File: src/rtl/escaped_frame_receiver_crc16_assert.svh
// Assertion macros shared by the escaped frame receiver modules.
`ifndef ESCAPED_FRAME_RECEIVER_CRC16_ASSERT_SVH
`define ESCAPED_FRAME_RECEIVER_CRC16_ASSERT_SVH
`ifndef SYNTHESIS
`define EFR_ASSERT(name, prop, msg) \
  name: assert property (@(posedge clk) disable iff (!rst_n) prop) else $error(msg);
`define EFR_ASSERT_ALWAYS(name, prop, msg) \
  name: assert property (@(posedge clk) prop) else $error(msg);
`else
`define EFR_ASSERT(name, prop, msg)
`define EFR_ASSERT_ALWAYS(name, prop, msg)
`endif
`endif

File: src/rtl/efr_pkg.sv
// Types, constants and the CRC-16 step shared by the escaped frame receiver.
`default_nettype none
package efr_pkg;

  localparam logic [7:0] MARK_START = 8'hFE;
  localparam logic [7:0] MARK_ESC = 8'hFD;
  localparam logic [7:0] ESC_CODE_START = 8'h01;
  localparam logic [7:0] ESC_CODE_ESC = 8'h02;
  localparam logic [15:0] CRC_POLY = 16'h8005;
  localparam logic [15:0] MIN_FRAME_LENGTH = 16'd3;

  localparam logic KIND_PAYLOAD = 1'b0;
  localparam logic KIND_VERDICT = 1'b1;

  localparam logic [1:0] VERDICT_OK = 2'd0;
  localparam logic [1:0] VERDICT_CRC = 2'd1;
  localparam logic [1:0] VERDICT_SHORT = 2'd2;

  typedef enum logic [2:0] {
    PH_HUNT = 3'd0,
    PH_LEN_LO = 3'd1,
    PH_LEN_HI = 3'd2,
    PH_CMD = 3'd3,
    PH_PAYLOAD = 3'd4,
    PH_CRC_LO = 3'd5,
    PH_CRC_HI = 3'd6
  } phase_t;

  typedef struct packed {
    logic start;
    logic [7:0] data;
  } token_t;

  function automatic logic [15:0] crc16_update(input logic [15:0] crc, input logic [7:0] b);
    logic [15:0] c;
    c = crc ^ {b, 8'h00};
    for (int i = 0; i < 8; i++) begin
      if (c[15]) begin
        c = {c[14:0], 1'b0} ^ CRC_POLY;
      end else begin
        c = {c[14:0], 1'b0};
      end
    end
    return c;
  endfunction

endpackage
`default_nettype wire

File: src/rtl/escaped_frame_receiver_crc16.sv
// Top level of the escaped serial frame receiver with CRC-16 check.
//
//   Port group  Direction  Handshake              Contents
//   in_*        input      in_valid / in_ready    one raw received byte
//   out_*       output     out_valid / out_ready  payload byte or end-of-frame verdict
//   cfg_*       input      cfg_valid / cfg_ready  expected command byte
//
// One byte is accepted per cycle unless the queue is full; the parser registers each result.
// The front end writes the queue in the accepting cycle; the parser takes one token per
// cycle unless a result waits for out_ready; meanwhile the queue of QUEUE_DEPTH tokens keeps
// taking bytes until it is full. Reset clears the escape state, the token queue and the
// parser; no clearing pass. cfg_ready is always high.
`default_nettype none
module escaped_frame_receiver_crc16 #(
  parameter int QUEUE_DEPTH = 4
) (
  input  wire logic       clk,
  input  wire logic       rst_n,
  input  wire logic       in_valid,
  output logic            in_ready,
  input  wire logic [7:0] in_rx_byte,
  output logic            out_valid,
  input  wire logic       out_ready,
  output logic            out_item_kind,
  output logic [7:0]      out_payload_byte,
  output logic [1:0]      out_verdict,
  input  wire logic       cfg_valid,
  output logic            cfg_ready,
  input  wire logic [7:0] cfg_expected_command
);

  logic queue_full;
  logic push_valid;
  efr_pkg::token_t push_token;
  logic pop_valid;
  logic pop_ready;
  efr_pkg::token_t pop_token;

  assign cfg_ready = 1'b1;

  efr_front u_front (
    .clk        (clk),
    .rst_n      (rst_n),
    .in_valid   (in_valid),
    .in_ready   (in_ready),
    .in_rx_byte (in_rx_byte),
    .queue_full (queue_full),
    .push_valid (push_valid),
    .push_token (push_token)
  );

  efr_queue #(
    .DEPTH (QUEUE_DEPTH)
  ) u_queue (
    .clk        (clk),
    .rst_n      (rst_n),
    .push_valid (push_valid),
    .push_token (push_token),
    .full       (queue_full),
    .pop_valid  (pop_valid),
    .pop_ready  (pop_ready),
    .pop_token  (pop_token)
  );

  efr_back u_back (
    .clk                  (clk),
    .rst_n                (rst_n),
    .cfg_valid            (cfg_valid && cfg_ready),
    .cfg_expected_command (cfg_expected_command),
    .pop_valid            (pop_valid),
    .pop_ready            (pop_ready),
    .pop_token            (pop_token),
    .out_valid            (out_valid),
    .out_ready            (out_ready),
    .out_item_kind        (out_item_kind),
    .out_payload_byte     (out_payload_byte),
    .out_verdict          (out_verdict)
  );

endmodule
`default_nettype wire

File: src/rtl/efr_front.sv
// Front end: takes raw bytes, removes escaping and emits start and data tokens.
`default_nettype none
`include "escaped_frame_receiver_crc16_assert.svh"
module efr_front (
  input  wire logic            clk,
  input  wire logic            rst_n,
  input  wire logic            in_valid,
  output logic                 in_ready,
  input  wire logic [7:0]      in_rx_byte,
  input  wire logic            queue_full,
  output logic                 push_valid,
  output efr_pkg::token_t      push_token
);

  logic esc_r;
  logic esc_nxt;
  logic accept;

  assign in_ready = !queue_full;
  assign accept = in_valid && in_ready;

  always_comb begin
    esc_nxt = esc_r;
    push_valid = 1'b0;
    push_token.start = 1'b0;
    push_token.data = in_rx_byte;
    if (accept) begin
      if (in_rx_byte == efr_pkg::MARK_START) begin
        esc_nxt = 1'b0;
        push_valid = 1'b1;
        push_token.start = 1'b1;
      end else if (esc_r) begin
        esc_nxt = 1'b0;
        if (in_rx_byte == efr_pkg::ESC_CODE_START) begin
          push_valid = 1'b1;
          push_token.data = efr_pkg::MARK_START;
        end else if (in_rx_byte == efr_pkg::ESC_CODE_ESC) begin
          push_valid = 1'b1;
          push_token.data = efr_pkg::MARK_ESC;
        end
      end else if (in_rx_byte == efr_pkg::MARK_ESC) begin
        esc_nxt = 1'b1;
      end else begin
        push_valid = 1'b1;
      end
    end
  end

  always_ff @(posedge clk) begin
    if (!rst_n) begin
      esc_r <= 1'b0;
    end else begin
      esc_r <= esc_nxt;
    end
  end

  `EFR_ASSERT(a_marker_clears_escape, accept && in_rx_byte == efr_pkg::MARK_START |=> !esc_r, "escape state survived a start marker")
  `EFR_ASSERT(a_no_push_when_full, queue_full |-> !push_valid, "token pushed into a full queue")

endmodule
`default_nettype wire

File: src/rtl/efr_queue.sv
// Short token queue between the front end and the frame parser.
`default_nettype none
`include "escaped_frame_receiver_crc16_assert.svh"
module efr_queue #(
  parameter int DEPTH = 4
) (
  input  wire logic            clk,
  input  wire logic            rst_n,
  input  wire logic            push_valid,
  input  wire efr_pkg::token_t push_token,
  output logic                 full,
  output logic                 pop_valid,
  input  wire logic            pop_ready,
  output efr_pkg::token_t      pop_token
);

  localparam int AW = $clog2(DEPTH);
  localparam int CW = $clog2(DEPTH + 1);
  localparam logic [AW-1:0] LAST = AW'(DEPTH - 1);
  localparam logic [CW-1:0] FULL_COUNT = CW'(DEPTH);

  efr_pkg::token_t entries_r [DEPTH];
  logic [AW-1:0] wr_ptr_r;
  logic [AW-1:0] wr_ptr_nxt;
  logic [AW-1:0] rd_ptr_r;
  logic [AW-1:0] rd_ptr_nxt;
  logic [CW-1:0] count_r;
  logic [CW-1:0] count_nxt;
  logic pop_fire;

  assign full = (count_r == FULL_COUNT);
  assign pop_valid = (count_r != '0);
  assign pop_fire = pop_valid && pop_ready;
  assign pop_token = entries_r[rd_ptr_r];

  always_comb begin
    wr_ptr_nxt = wr_ptr_r;
    rd_ptr_nxt = rd_ptr_r;
    count_nxt = count_r;
    if (push_valid) begin
      wr_ptr_nxt = (wr_ptr_r == LAST) ? '0 : wr_ptr_r + 1'b1;
    end
    if (pop_fire) begin
      rd_ptr_nxt = (rd_ptr_r == LAST) ? '0 : rd_ptr_r + 1'b1;
    end
    if (push_valid && !pop_fire) begin
      count_nxt = count_r + 1'b1;
    end else if (!push_valid && pop_fire) begin
      count_nxt = count_r - 1'b1;
    end
  end

  always_ff @(posedge clk) begin
    if (!rst_n) begin
      wr_ptr_r <= '0;
      rd_ptr_r <= '0;
      count_r <= '0;
    end else begin
      wr_ptr_r <= wr_ptr_nxt;
      rd_ptr_r <= rd_ptr_nxt;
      count_r <= count_nxt;
    end
  end

  always_ff @(posedge clk) begin
    if (push_valid) begin
      entries_r[wr_ptr_r] <= push_token;
    end
  end

  `EFR_ASSERT(a_count_bound, count_r <= FULL_COUNT, "queue count exceeds its depth")
  `EFR_ASSERT(a_count_grows, push_valid && !pop_fire |=> count_r == $past(count_r) + 1'b1, "queue count did not follow a push")

endmodule
`default_nettype wire

File: src/rtl/efr_back.sv
// Frame parser: length, command, payload and CRC check, with the result register.
`default_nettype none
`include "escaped_frame_receiver_crc16_assert.svh"
module efr_back (
  input  wire logic            clk,
  input  wire logic            rst_n,
  input  wire logic            cfg_valid,
  input  wire logic [7:0]      cfg_expected_command,
  input  wire logic            pop_valid,
  output logic                 pop_ready,
  input  wire efr_pkg::token_t pop_token,
  output logic                 out_valid,
  input  wire logic            out_ready,
  output logic                 out_item_kind,
  output logic [7:0]           out_payload_byte,
  output logic [1:0]           out_verdict
);

  efr_pkg::phase_t phase_r;
  efr_pkg::phase_t phase_nxt;
  logic [7:0] expected_r;
  logic [7:0] len_lo_r;
  logic [7:0] len_lo_nxt;
  logic [15:0] bytes_left_r;
  logic [15:0] bytes_left_nxt;
  logic [15:0] crc_r;
  logic [15:0] crc_nxt;
  logic [7:0] crc_lo_r;
  logic [7:0] crc_lo_nxt;
  logic match_r;
  logic match_nxt;
  logic out_valid_r;
  logic out_valid_nxt;
  logic out_item_kind_r;
  logic out_item_kind_nxt;
  logic [7:0] out_payload_byte_r;
  logic [7:0] out_payload_byte_nxt;
  logic [1:0] out_verdict_r;
  logic [1:0] out_verdict_nxt;
  logic pop_fire;
  logic [15:0] crc_step;
  logic [15:0] frame_length;
  logic [15:0] bytes_left_dec;

  assign pop_ready = !out_valid_r || out_ready;
  assign pop_fire = pop_valid && pop_ready;
  assign crc_step = efr_pkg::crc16_update(crc_r, pop_token.data);
  assign frame_length = {pop_token.data, len_lo_r};
  assign bytes_left_dec = bytes_left_r - 16'd1;

  assign out_valid = out_valid_r;
  assign out_item_kind = out_item_kind_r;
  assign out_payload_byte = out_payload_byte_r;
  assign out_verdict = out_verdict_r;

  always_comb begin
    phase_nxt = phase_r;
    len_lo_nxt = len_lo_r;
    bytes_left_nxt = bytes_left_r;
    crc_nxt = crc_r;
    crc_lo_nxt = crc_lo_r;
    match_nxt = match_r;
    out_valid_nxt = out_valid_r && !out_ready;
    out_item_kind_nxt = out_item_kind_r;
    out_payload_byte_nxt = out_payload_byte_r;
    out_verdict_nxt = out_verdict_r;
    if (pop_fire) begin
      if (pop_token.start) begin
        phase_nxt = efr_pkg::PH_LEN_LO;
        bytes_left_nxt = '0;
        crc_nxt = '0;
        crc_lo_nxt = '0;
        match_nxt = 1'b0;
      end else begin
        case (phase_r)
          efr_pkg::PH_LEN_LO: begin
            len_lo_nxt = pop_token.data;
            crc_nxt = crc_step;
            phase_nxt = efr_pkg::PH_LEN_HI;
          end
          efr_pkg::PH_LEN_HI: begin
            crc_nxt = crc_step;
            if (frame_length < efr_pkg::MIN_FRAME_LENGTH) begin
              phase_nxt = efr_pkg::PH_HUNT;
              out_valid_nxt = 1'b1;
              out_item_kind_nxt = efr_pkg::KIND_VERDICT;
              out_payload_byte_nxt = '0;
              out_verdict_nxt = efr_pkg::VERDICT_SHORT;
            end else begin
              bytes_left_nxt = frame_length - efr_pkg::MIN_FRAME_LENGTH;
              phase_nxt = efr_pkg::PH_CMD;
            end
          end
          efr_pkg::PH_CMD: begin
            match_nxt = (pop_token.data == expected_r);
            crc_nxt = crc_step;
            phase_nxt = (bytes_left_r == '0) ? efr_pkg::PH_CRC_LO : efr_pkg::PH_PAYLOAD;
          end
          efr_pkg::PH_PAYLOAD: begin
            crc_nxt = crc_step;
            bytes_left_nxt = bytes_left_dec;
            if (bytes_left_dec == '0) begin
              phase_nxt = efr_pkg::PH_CRC_LO;
            end
            if (match_r) begin
              out_valid_nxt = 1'b1;
              out_item_kind_nxt = efr_pkg::KIND_PAYLOAD;
              out_payload_byte_nxt = pop_token.data;
              out_verdict_nxt = efr_pkg::VERDICT_OK;
            end
          end
          efr_pkg::PH_CRC_LO: begin
            crc_lo_nxt = pop_token.data;
            phase_nxt = efr_pkg::PH_CRC_HI;
          end
          efr_pkg::PH_CRC_HI: begin
            phase_nxt = efr_pkg::PH_HUNT;
            if (match_r) begin
              out_valid_nxt = 1'b1;
              out_item_kind_nxt = efr_pkg::KIND_VERDICT;
              out_payload_byte_nxt = '0;
              out_verdict_nxt = ({pop_token.data, crc_lo_r} == crc_r) ?
                                efr_pkg::VERDICT_OK : efr_pkg::VERDICT_CRC;
            end
          end
          default: begin
            phase_nxt = efr_pkg::PH_HUNT;
          end
        endcase
      end
    end
  end

  always_ff @(posedge clk) begin
    if (!rst_n) begin
      phase_r <= efr_pkg::PH_HUNT;
      expected_r <= '0;
      bytes_left_r <= '0;
      crc_r <= '0;
      crc_lo_r <= '0;
      match_r <= 1'b0;
      out_valid_r <= 1'b0;
    end else begin
      phase_r <= phase_nxt;
      if (cfg_valid) begin
        expected_r <= cfg_expected_command;
      end
      bytes_left_r <= bytes_left_nxt;
      crc_r <= crc_nxt;
      crc_lo_r <= crc_lo_nxt;
      match_r <= match_nxt;
      out_valid_r <= out_valid_nxt;
    end
  end

  always_ff @(posedge clk) begin
    len_lo_r <= len_lo_nxt;
    out_item_kind_r <= out_item_kind_nxt;
    out_payload_byte_r <= out_payload_byte_nxt;
    out_verdict_r <= out_verdict_nxt;
  end

  `EFR_ASSERT(a_payload_has_bytes, phase_r == efr_pkg::PH_PAYLOAD |-> bytes_left_r != '0, "payload phase entered with no bytes left")
  `EFR_ASSERT(a_start_restarts, pop_fire && pop_token.start |=> phase_r == efr_pkg::PH_LEN_LO, "start token did not restart the frame")
  `EFR_ASSERT(a_payload_verdict_zero, out_valid_r && out_item_kind_r == efr_pkg::KIND_PAYLOAD |-> out_verdict_r == efr_pkg::VERDICT_OK, "payload item carries a verdict")
  `EFR_ASSERT_ALWAYS(a_reset_idle, !rst_n |=> !out_valid_r && phase_r == efr_pkg::PH_HUNT, "reset did not clear the parser")

endmodule
`default_nettype wire

File: config.mk
export PLATFORM = sky130hd
export DESIGN_NAME = escaped_frame_receiver_crc16
export DESIGN_NICKNAME = d
export VERILOG_FILES = /design/src/rtl/efr_pkg.sv /design/src/rtl/escaped_frame_receiver_crc16.sv /design/src/rtl/efr_front.sv /design/src/rtl/efr_queue.sv /design/src/rtl/efr_back.sv
export VERILOG_INCLUDE_DIRS = /design/src /design/src/rtl
export SDC_FILE = /design/constraint.sdc
export NUM_CORES = 1
export LEC_CHECK = 0
export ABC_AREA = 1
export BUFFER_PORTS_ARGS = -buffer_cell sky130_fd_sc_hd__buf_4
export CORE_UTILIZATION = 44
export CTS_CLUSTER_SIZE = 25
export DETAILED_ROUTE_END_ITERATION = 8
export SETUP_SLACK_MARGIN = 0.15
export SYNTH_ARGS = -nofsm -noshare
export SYNTH_HDL_FRONTEND = slang
export SYNTH_SLANG_ARGS = --single-unit
File: constraint.sdc
create_clock -name clk -period 5.3 [get_ports clk]
set_input_delay 0.795 -clock clk [delete_from_list [all_inputs] [get_ports clk]]
set_output_delay 0.795 -clock clk [all_outputs]
set_load 0.02 [all_outputs]
==> flow_metrics.tcl <==
set metrics [dict create \
    outcome "finished clean" \
    dr.first_iter.drc_count 339 \
    gp_congestion 0.877 \
    rsz0062_at_grt "no" \
    internal-power_uw 2560 \
    p_clk_frac 0.244 \
    fin_crit_ns 2.89 \
    r2r_cells 6 \
    fin_ws_ns 2.41 \
    setup_tns_ns 0 \
    pwr-share-seq 0.278 \
    peakVddDrop_mv 0.269 \
    hold_viol_final 0 \
    antenna_found_initial 0 \
    core_area_um2 14100 \
    worst_setup_path_end_kind "register" \
    synth_nets 793 \
    numCtsBuffers 17 \
    crit_type "register to register" \
    r2r-end "u_back.len_lo_r[3]$_DFFE_PP_" \
    wirelength_um 14900 \
    initial_core_util 0.457 \
    cts_max_path_buffers 2 \
    p_leak_uw 0.00300 \
    die_x_um 123 \
    cts-root-buf "clkbuf_16" \
    synth_top_area_frac 0.257 \
    ctsResizeCount 0 \
    placed_cells 956 \
    holdBufCountCts 0 \
    drcViolationCount 0 \
    finalClockSkew_ns 0.00917 \
    instances_no_fill 988 \
    synth_xor_area_frac 0.0546 \
    maxCapViolCount 0 \
    grt.total_usage 0.214 \
    combPwrFrac 0.479 \
    syn2layout_area_growth_pct 14.4 \
    pin_count 35 \
    cp_max_fo 19 \
    yosys.cell_types.count 52 \
    grt_pass1_vias 4882 \
    post_cts_buffers 0 \
    synthesis.area_um2 6440 \
    crit_required_ns 5.33 \
    switching_share 0.450 \
    vias 5078 \
    dpl-instance-area_um2 6790 \
    viasPerCell 5.14 \
    synth_compound_area_frac 0.108 \
    synth_commonest_cells "174 x nand2_1, 79 x inv_1, 67 x nor2_1" \
    cts_tree "built" \
    synth_cells 758 \
    dp.final_hpwl_um 10700 \
    muxShareOfSynthArea 0 \
    synth_fa_ha_area_frac 0.0284 \
    r2r_setup_slack_ns 2.41 \
    post_drt_wl_per_cell_um 15.1 \
    synth_edf_count 55 \
    die_area_um2 15100 \
    htree_num_levels 4 \
    dp_slack_ns 2.19 \
    dr.pass1.iters 5 \
    hp-class "register to register" \
    synth_area_leaders "edfxtp_1 26%, dfxtp_1 20%, nand2_1 10%, inv_1 4.6%, nor2_1 3.9%" \
    worstPathArrival_ns 2.92 \
    switchingPower_uw 2090 \
    cp-start-kind "register" \
    synth_top_family_by_area "simple AND/OR/NAND/NOR gates" \
    clk_pin_slew_worst_paths_ns 0.06 \
    synth_area_per_cell_um2 8.49 \
    yosysTopAreaCell "edfxtp_1" \
    synth_ff_type "dfxtp_1" \
    layout.nets 830 \
    num_rows 43 \
    clock-sinks 118 \
    portBuffers 33 \
    critPathCapture "u_back.len_lo_r[3]$_DFFE_PP_" \
    final_layout_size_suffix_gt1_frac 0.200 \
    overflow 0 \
    fin_crit_sh 0.545 \
    yosys.area_share.simple 0.281 \
    grt_max_degree 41 \
    die_h_um 123 \
    ys_seq_elements 118 \
    clk_latency_ns 0.42 \
    slew_viol_final 0 \
    yosysMostFrequentCell "nand2_1" \
    setup_violations 0 \
    power.density_nw_per_um2 631 \
    relSlewSlack 0.232 \
    power.total_uw 4650 \
    worst_slew_pin_slew_ns 1.14 \
    async_flop_share 0 \
    num_antenna_cells 0 \
    ys_warn_count 0 \
    clock.fmax_mhz 346 \
    ys_seq_area_frac 0.452 \
    grt_pass1_wl_um 24200 \
    ant_nets 0 \
    final_area_um2 7370 \
]
final cells by class:
type                            instances  area, um^2
Clock buffer                           17         425
Multi-Input combinational cell        535        3050
Clock inverter                         15         155
Timing Repair Buffer                   34         255
Tap cell                              180         225
Sequential cell                       118        2910
Inverter                               89         347
Fill cell                            1334        6730
critical path, stage by stage, from the launching register on:
cell and delay, ns:
dfxtp_1 0.82, inv_8 0.16, nand2_1 0.13, a32oi_2 0.16, inv_1 0.14, nand2_2 0.17
nor3_1 0.92
layout by cell type, fill, tap and decap left out, types with 3 or more instances in the layout:
master,n
a21oi_2,13
inv_6,3
nor3_1,9
o211ai_1,5
nor2_2,7
buf_4,34
clkbuf_16,17
edfxtp_1,55
nor4_1,4
inv_2,7
inv_1,79
nand2_4,10
clkinv_4,3
a21oi_1,40
nand4_1,7
nand2_1,174
clkinvlp_4,5
ha_1,13
nand2_2,27
a31oi_1,3
nand3_2,15
o21ai_0,31
nor2_4,5
xor2_1,20
dfxtp_1,63
nor2_1,67
xnor2_1,17
nand3_1,40
o22ai_1,5
per-layer routing:
metal  global-route usage  share of wire  up-vias
li1                     -              -     2563
met1                0.273           0.46     2386
met2                0.363           0.48      120
met3               0.0512          0.052        9
met4               0.0556         0.0080        0
met5                    0              0        -
worst min-delay path by stage:
stage / start / endpoint / slack [ns] / depth (start not counted)
2_1_floorplan: u_back.match_r$_SDFFE_PN0P_ / u_back.match_r$_SDFFE_PN0P_ / 0.44 / 2
3_3_place_gp: u_back.crc_r[14]$_SDFFE_PN0P_ / u_back.crc_r[14]$_SDFFE_PN0P_ / 0.46 / 2
3_5_place_dp: u_back.crc_r[14]$_SDFFE_PN0P_ / u_back.crc_r[14]$_SDFFE_PN0P_ / 0.47 / 2
4_1_cts: u_back.crc_r[14]$_SDFFE_PN0P_ / u_back.crc_r[14]$_SDFFE_PN0P_ / 0.47 / 2
5_1_grt: u_back.crc_lo_r[3]$_SDFFE_PN0P_ / u_back.crc_lo_r[3]$_SDFFE_PN0P_ / 0.49 / 2
6_report: u_back.crc_r[14]$_SDFFE_PN0P_ / u_back.crc_r[14]$_SDFFE_PN0P_ / 0.48 / 2
kinds of logic after synthesis:
kind of cell / count (synthesis)
xor gates and xnor gates: 38
DFF: 118
other: 1
buffers and inverters: 105
adders and majority gates: 14
and+or+nand+nor: 371
AOI/OAI and AO/OA: 111
sequential cells by signal (all words and copies together), names as in the netlist, named ones only:
register and count:
u_back.crc_r 16, u_back.bytes_left_r 16, u_queue.rd_ptr_r 2, u_back.expected_r 8, u_back.crc_lo_r 8, u_back.out_valid 1, u_back.out_payload_byte 8, u_back.out_item_kind 1
u_back.match_r 1, u_front.esc_r 1, u_queue.count_r 3, u_queue.wr_ptr_r 2, u_queue.entries_r 36, u_back.len_lo_r 8, u_back.phase_r 3, u_back.out_verdict 2
through the flow:
stage	hold WS (ns)	utilization
floorplan	0.444	-
global placement	0.460	0.481
detailed placement	0.466	0.481
CTS	0.474	0.523
global route	0.491	0.523
finish	0.475	0.523
power by group through the flow:
stage                     Clock [uW]  Sequential (uW)  Combinational (uW)
after floorplan                    0             1250                1850
after global placement             0             1310                2160
after detailed placement           0             1310                2200
after CTS                       1150             1290                2230
after global routing            1190             1320                2490
final                           1130             1290                2230
No activity file was read; power rests on OpenSTA's default activity.
